$ cat src/hdl/ps2md_pkg.sv
// Shared types and constants for the PS/2 mouse packet decoder.
package ps2md_pkg;

  // Default widths of the position accumulators and the event counters.
  localparam int unsigned AccumWidthDef = 32;
  localparam int unsigned CountWidthDef = 32;

  // Fixed widths of the link byte and of the reported fields.
  localparam int unsigned ByteW   = 8;
  localparam int unsigned OutW    = 32;
  localparam int unsigned ButtonW = 3;
  localparam int unsigned PosW    = 2;

  // Bit positions inside the first packet byte.
  localparam int unsigned MarkerBit = 3;
  localparam int unsigned SignXBit  = 4;
  localparam int unsigned SignYBit  = 5;

  // Nibble holding the wheel delta in the fourth byte.
  localparam int unsigned WheelW = 4;

  // Byte positions within a packet.
  localparam logic [PosW-1:0] PosFirst  = 2'd0;
  localparam logic [PosW-1:0] PosSecond = 2'd1;
  localparam logic [PosW-1:0] PosThird  = 2'd2;
  localparam logic [PosW-1:0] PosFourth = 2'd3;

  // One result item as it leaves the decoder.
  typedef struct packed {
    logic signed [OutW-1:0] pos_x;
    logic signed [OutW-1:0] pos_y;
    logic signed [OutW-1:0] wheel_total;
    logic [ButtonW-1:0]     button_bits;
    logic [OutW-1:0]        packet_count;
    logic [OutW-1:0]        resync_count;
    logic                   packet_done;
    logic                   byte_dropped;
  } ps2md_res_t;

endpackage

$ cat src/hdl/ps2md_core.sv
// Packet assembly, delta decode and accumulator state of the decoder.
module ps2md_core
  import ps2md_pkg::*;
#(
  parameter int unsigned ACCUM_WIDTH = AccumWidthDef,
  parameter int unsigned COUNT_WIDTH = CountWidthDef
) (
  input  logic             clk_i,
  input  logic             rst_ni,
  input  logic             wheel_mode_we_i,
  input  logic             wheel_mode_i,
  input  logic             take_i,
  input  logic [ByteW-1:0] rx_byte_i,
  output ps2md_res_t       res_o
);

  logic                   wheel_mode_q;
  logic [PosW-1:0]        pos_q, pos_d;
  logic [ByteW-1:0]       held_q [3];
  logic [ACCUM_WIDTH-1:0] x_q, x_d, y_q, y_d, z_q, z_d;
  logic [ButtonW-1:0]     btn_q, btn_d;
  logic [COUNT_WIDTH-1:0] pkt_q, pkt_d, rsy_q, rsy_d;

  logic                   drop, hold, done, add_wheel;
  logic [ByteW-1:0]       flags, ybyte;
  logic [ACCUM_WIDTH-1:0] dx, dy, dz;

  // Classify the byte: lost sync, part of a packet, or the last byte.
  always_comb begin
    drop      = (pos_q == PosFirst) && !rx_byte_i[MarkerBit];
    hold      = !drop && (wheel_mode_q ? (pos_q != PosFourth)
                                        : (pos_q == PosFirst || pos_q == PosSecond));
    done      = !drop && !hold;
    add_wheel = done && wheel_mode_q && (pos_q == PosFourth);
  end

  // Sign-extend the deltas; the sign bits of X and Y live in the first byte.
  always_comb begin
    flags = held_q[0];
    ybyte = (pos_q == PosThird) ? rx_byte_i : held_q[2];
    dx    = {{(ACCUM_WIDTH-ByteW){flags[SignXBit]}}, held_q[1]};
    dy    = {{(ACCUM_WIDTH-ByteW){flags[SignYBit]}}, ybyte};
    dz    = {{(ACCUM_WIDTH-WheelW){rx_byte_i[WheelW-1]}}, rx_byte_i[WheelW-1:0]};
  end

  // Next state for this byte.
  always_comb begin
    pos_d = pos_q;
    x_d   = x_q;
    y_d   = y_q;
    z_d   = z_q;
    btn_d = btn_q;
    pkt_d = pkt_q;
    rsy_d = rsy_q;
    if (drop) begin
      rsy_d = rsy_q + COUNT_WIDTH'(1);
    end else if (hold) begin
      pos_d = pos_q + PosW'(1);
    end else begin
      pos_d = PosFirst;
      x_d   = x_q + dx;
      y_d   = y_q + dy;
      btn_d = flags[ButtonW-1:0];
      pkt_d = pkt_q + COUNT_WIDTH'(1);
      if (add_wheel) begin
        z_d = z_q + dz;
      end
    end
  end

  // Mode register, to be written only while the block is idle; the block itself does not enforce this.
  always_ff @(posedge clk_i or negedge rst_ni) begin
    if (!rst_ni) begin
      wheel_mode_q <= 1'b0;
    end else if (wheel_mode_we_i) begin
      wheel_mode_q <= wheel_mode_i;
    end
  end

  // Totals, buttons, counters and packet position.
  always_ff @(posedge clk_i or negedge rst_ni) begin
    if (!rst_ni) begin
      pos_q <= PosFirst;
      x_q   <= '0;
      y_q   <= '0;
      z_q   <= '0;
      btn_q <= '0;
      pkt_q <= '0;
      rsy_q <= '0;
    end else if (take_i) begin
      pos_q <= pos_d;
      x_q   <= x_d;
      y_q   <= y_d;
      z_q   <= z_d;
      btn_q <= btn_d;
      pkt_q <= pkt_d;
      rsy_q <= rsy_d;
    end
  end

  // Bytes of the packet in progress; each is written before it is read.
  always_ff @(posedge clk_i) begin
    for (int i = 0; i < 3; i++) begin
      if (take_i && hold && (pos_q == PosW'(i))) begin
        held_q[i] <= rx_byte_i;
      end
    end
  end

  // Reported totals and counters are the low bits of their next-state values, zero-filled if narrower.
  generate
    if (ACCUM_WIDTH >= OutW) begin : g_acc_trunc
      assign res_o.pos_x       = x_d[OutW-1:0];
      assign res_o.pos_y       = y_d[OutW-1:0];
      assign res_o.wheel_total = z_d[OutW-1:0];
    end else begin : g_acc_ext
      assign res_o.pos_x       = {{(OutW-ACCUM_WIDTH){1'b0}}, x_d};
      assign res_o.pos_y       = {{(OutW-ACCUM_WIDTH){1'b0}}, y_d};
      assign res_o.wheel_total = {{(OutW-ACCUM_WIDTH){1'b0}}, z_d};
    end
    if (COUNT_WIDTH >= OutW) begin : g_cnt_trunc
      assign res_o.packet_count = pkt_d[OutW-1:0];
      assign res_o.resync_count = rsy_d[OutW-1:0];
    end else begin : g_cnt_ext
      assign res_o.packet_count = {{(OutW-COUNT_WIDTH){1'b0}}, pkt_d};
      assign res_o.resync_count = {{(OutW-COUNT_WIDTH){1'b0}}, rsy_d};
    end
  endgenerate

  assign res_o.button_bits  = btn_d;
  assign res_o.packet_done  = done;
  assign res_o.byte_dropped = drop;

endmodule

$ cat config.mk
export PLATFORM = sky130hd
export DESIGN_NAME = ps2md_core
export DESIGN_NICKNAME = d
export VERILOG_FILES = /design/src/hdl/ps2md_pkg.sv /design/src/hdl/ps2md_core.sv
export SDC_FILE = /design/constraint.sdc
export NUM_CORES = 1
export LEC_CHECK = 0
export BUFFER_PORTS_ARGS = -buffer_cell sky130_fd_sc_hd__buf_2
export CORE_UTILIZATION = 65
export DETAILED_ROUTE_END_ITERATION = 12
export MAX_ROUTING_LAYER = met4
export PLACE_DENSITY = 0.95
export REMOVE_ABC_BUFFERS = 1
export SLEW_MARGIN = 10
export SYNTH_ARGS = -nofsm -noshare
export SYNTH_HDL_FRONTEND = slang
export SYNTH_SLANG_ARGS = --single-unit
$ cat constraint.sdc
create_clock -name clk_i -period 11.4 [get_ports clk_i]
set_clock_uncertainty 0.05 [all_clocks]
set_input_delay 2.28 -clock clk_i [delete_from_list [all_inputs] [get_ports clk_i]]
set_output_delay 2.28 -clock clk_i [all_outputs]
set_load 0.01 [all_outputs]
# Yosys cells after proc, flatten, opt, wreduce, memory -nomap -nowiden

Memories as Yosys holds them, arrays and structs flattened.
Index checks and enable logic that the tools add are counted.

Bitwise logic cells: 1
Muxes and demuxes: 27
Add/sub/neg operators: 6
Equal/unequal tests: 4
Reduce and logical (&&, ||, !) cells: 17
Divide/modulo/power cells: 0
Magnitude comparators: 0
Shifts and indexed selects: 0
$mul: 0

Operators by type and width:

| cell                  | count |
|---|---|
| $mux 32               | 10 |
| $add 32x32->32        | 3 |
| $add 32x1->32 const B | 2 |
| $mux 8                | 3 |
| $reduce_or 8->1       | 2 |
| $logic_and 1x1->1     | 9 |
| $mux 1                | 9 |
| $mux 2                | 3 |
| $mux 3                | 2 |
| $eq 2x2->1 const B    | 2 |
| $logic_not 1->1       | 3 |
| $add 2x1->2 const B   | 1 |
| $eq 2x1->1 const B    | 1 |
| $logic_not 2->1       | 1 |
| $ne 2x2->1 const B    | 1 |
| $reduce_and 2->1      | 1 |
| $logic_or 1x1->1      | 1 |
| $not 1->1             | 1 |

Memories kept: 1
Register bits: 166
Logic and storage cells: 64
Memory bits (writable): 24
Output and inout port bits: 165
Bits of input ports: 13
Bits in latches: 0
Memory bits (read-only): 0

Memories:

| name   | words | width | read ports | clocked after memory_dff | wr ports | RTL line         | RTL |
|---|---|---|---|---|---|---|---|
| held_q | 3     | 8     | 3          | 0                        | 1        | ps2md_core.sv:19 | `logic [ByteW-1:0] held_q [3];` |

# Depth between registers and ports, before layout

Word-level depth: 11
Gate-level depth with buffers: 15
Mapped depth without buffers: 14

# Worst setup path after synthesis

No wires, ideal clock.

Path kind: input to output
Start point: in rx_byte_i[0]
End point: out res_o[125] (netlist bit)
Stages on the path: 12
Arrival: 4745 ps
Buffers on the path: 0
Slack: 4325 ps
Required time: 9070 ps
Path through: mux2_2 > ha_1 > inv_1 > fa_1 > nor2b_1 > o31a_1 > o31ai_1 > a41oi_1 > a41oi_1 > o21ai_1 > xnor2_1 > o21ai_0

RTL lines:

| what        | RTL line         | RTL |
|---|---|---|
| from (decl) | ps2md_core.sv:13 | `input logic [ByteW-1:0] rx_byte_i,` |
| to (decl)   | ps2md_core.sv:14 | `output ps2md_res_t res_o` |

==> results.tsv <==
metric	value	unit
worst endpoint required time	9.07	ns
CTS-repair resized insts	0	
Slew Limit Fails	0	
drt total wl	35800	µm
number of flops mapped to enable cells by yosys	21	
pre-CTS setup slack	3.41	ns
filler instances	1600	
Achievable Freq	0.124	GHz
Die Span X	152	µm
Async SR Flop Fraction	88.8	%
synthesized flop and latch total	187	
grt ovf	0	
Root Driver	clkbuf_16	
leading area contributor after synthesis	dfrtp_1	
Synth Area in XOR/XNOR	12.3	%
post-layout util	73.8	%
DP Wirelength	25300	µm
Inserted Clock Buffers	17	
CTS clk-pin slew, worst paths	0.08	ns
vias in the first global route	12200	
Area Growth Syn to Fin	10.8	%
Post-Syn Area	14600	µm²
RSZ-0062 raised after global routing	no	
Nets	1960	
Yosys top cell area share	28.5	%
mux share of post-synthesis cell area	4.36	%
critical path type	in -> out	
Least-Margin Pin Slew	1.11	ns
top cells by area, synth	dfrtp_1 28%, ha_1 8.5%, nand2_1 8.1%, xnor2_1 7.5%, xor2_1 4.8%	
share of cells above drive strength 1	15.6	%
setup_tns	0	ns
CP startpoint kind	input port	
Leak	7.79	nW
FF/Latch Area	4780	µm²
Post-Place Cells	2106	
Critical Path Sink Type	primary output	
power per standard cell area	294	nW/µm²
CTS max path bufs	2	
Via-to-Cell Ratio	6.11	
die footprint	23000	µm²
initial drt markers	658	
Clock Latency Late Sink	0.46	ns
final setup vio count	0	
Syn Inst Count	1742	
Starting Density	66.6	%
Primary FF master, synth	dfrtp_1	
post-synthesis adder-cell area fraction	8.91	%
GR Util All Layers	32.0	%
Residual DRC	0	
fin crit share	70.5	%
Synth Warn #	0	
Area after DPL	15500	µm²
H-tree Lvls	4	
CTS Sinks	187	
Crit. Startpoint	rx_byte_i[3]	
Crit Path Max Fanout	37	
Worst EP arrival	5.71	ns
most frequent cell after synthesis	nand2_1	
outcome	finished clean	
via count	13100	
Crit Reg-Reg Startpoint	pos_q[0]	
total of max-cap violations	0	
Fin. Hold Viols	0	
first-pass detailed-route iteration total	5	
Syn Area/Cell	8.37	µm²
Die Ht	152	µm
WL per Instance	16.7	µm
hold_buf cts	0	
Worst IR Drop VDD	168	µV
Worst Hold Launch	z_q[31]	
CTS tree	done	
top post-synthesis cells by count	314 x nand2_1, 166 x dfrtp_1, 125 x xnor2_1	
largest net degree at the start of global routing	78	
GP Congestion	0.925	
sequential area share after synthesis	32.8	%
DRT antenna net count	0	
final instance area	16100	µm²
core area	21900	µm²
Max-Slew Margin vs Limit	26.3	%
Min-Delay Path Class	reg -> reg	
Post-Layout Cell Count	2140	
multi-input logic area	9290	µm²
Row Count	54	
Setup WS post-layout	3.36	ns
Final min period	8.04	ns
first-pass GRT wire length	57800	µm
Synth Area in Compound Gates	18.0	%
Post-CTS Setup Inserts	0	
io pins	178	
initial antenna violation count	2	
largest family of logic cells by synthesized area	simple AND/OR/NAND/NOR gates	
port bufs	177	
Simple-Gate Fraction of Synth Area	20.1	%
Unique masters post-synth	77	
power breakdown:
group | switching (mW) | internal (mW) | leakage, nW
registers | 0.187 | 0.878 | 2.31
logic | 1.81 | 1.20 | 5.16
clock network | 0.350 | 0.317 | 0.321
total | 2.35 | 2.40 | 7.79
final timing paths:
path	slack (ns)	end	cells after the start
max in group asynchronous	7.66	y_q[7]	3
max	3.36	res_o[125]	12
max reg2reg	7.27	y_q[24]	14
min reg2reg	0.44	z_q[31]	1
min	0.44	z_q[31]	1
min in group asynchronous	1.69	y_q[26]	1
critical path, stage by stage:
cell,delay [ns]
buf_2,0.61
mux2_2,0.30
ha_1,0.28
o21a_1,0.21
o31a_1,0.14
o31ai_1,0.40
a41oi_1,0.43
a41oi_1,0.49
o21ai_1,0.13
xnor2_1,0.14
o21ai_0,0.14
buf_2,0.15
cells in the final DEF, fill, tap and decap left out, drive strengths merged, types with 6 or more instances in the layout:
master,instances
nand2,314
buf,183
dfrtp,166
o21ai,145
xnor2,125
nor2,105
ha,99
a21oi,97
xor2,80
nand3,61
mux2,52
a21o,46
inv,40
nand4,36
and3,28
a31oi,26
nor3,24
edfxtp,21
clkbuf,17
o211ai,14
o21a,12
or3,12
o31ai,12
nand2b,12
o21bai,12
nor2b,11
a211oi,11
and4,8
and2,6
nor4,6
or2,6
final cells by class:
class	instances	share of cell area, %
timing repair buffer	183	5.82
clock buffer	17	2.63
inverter	30	0.697
antenna	2	0.0310
sequential	187	29.6
multi-input combinational	1426	57.5
clock inverter	15	1.48
tap	280	2.17
per-layer routing:
layer	global-route usage [%]	vias up	wire, µm
li1	-	6373	-
met1	40.1	6238	15500
met2	53.3	404	17600
met3	4.25	69	1900
met4	10.6	0	855
met5	-	-	0
state kept, by name, indices dropped and copies added, names as in the netlist:
name,cells
pkt_q,32
z_q,32
pos_q,2
btn_q,3
x_q,32
rsy_q,32
held_q,21
wheel_mode_q,1
y_q,32
metrics by stage:
| step | hold slack, ns | power, mW |
|---|---|---|
| 2_1_floorplan | 0.412 | 3.19 |
| 3_3_place_gp | 0.427 | 3.92 |
| 3_5_place_dp | 0.430 | 4.02 |
| 4_1_cts | 0.442 | 4.72 |
| 5_1_grt | 0.459 | 5.13 |
| 6_report | 0.440 | 4.74 |
cells by family after synthesis:
family | after synthesis
compound gates | 421
xor+xnor | 205
fa+ha+maj | 102
buf+inv | 129
flops | 187
mux | 57
simple gates | 641
No activity file was read; power rests on OpenSTA's default activity.
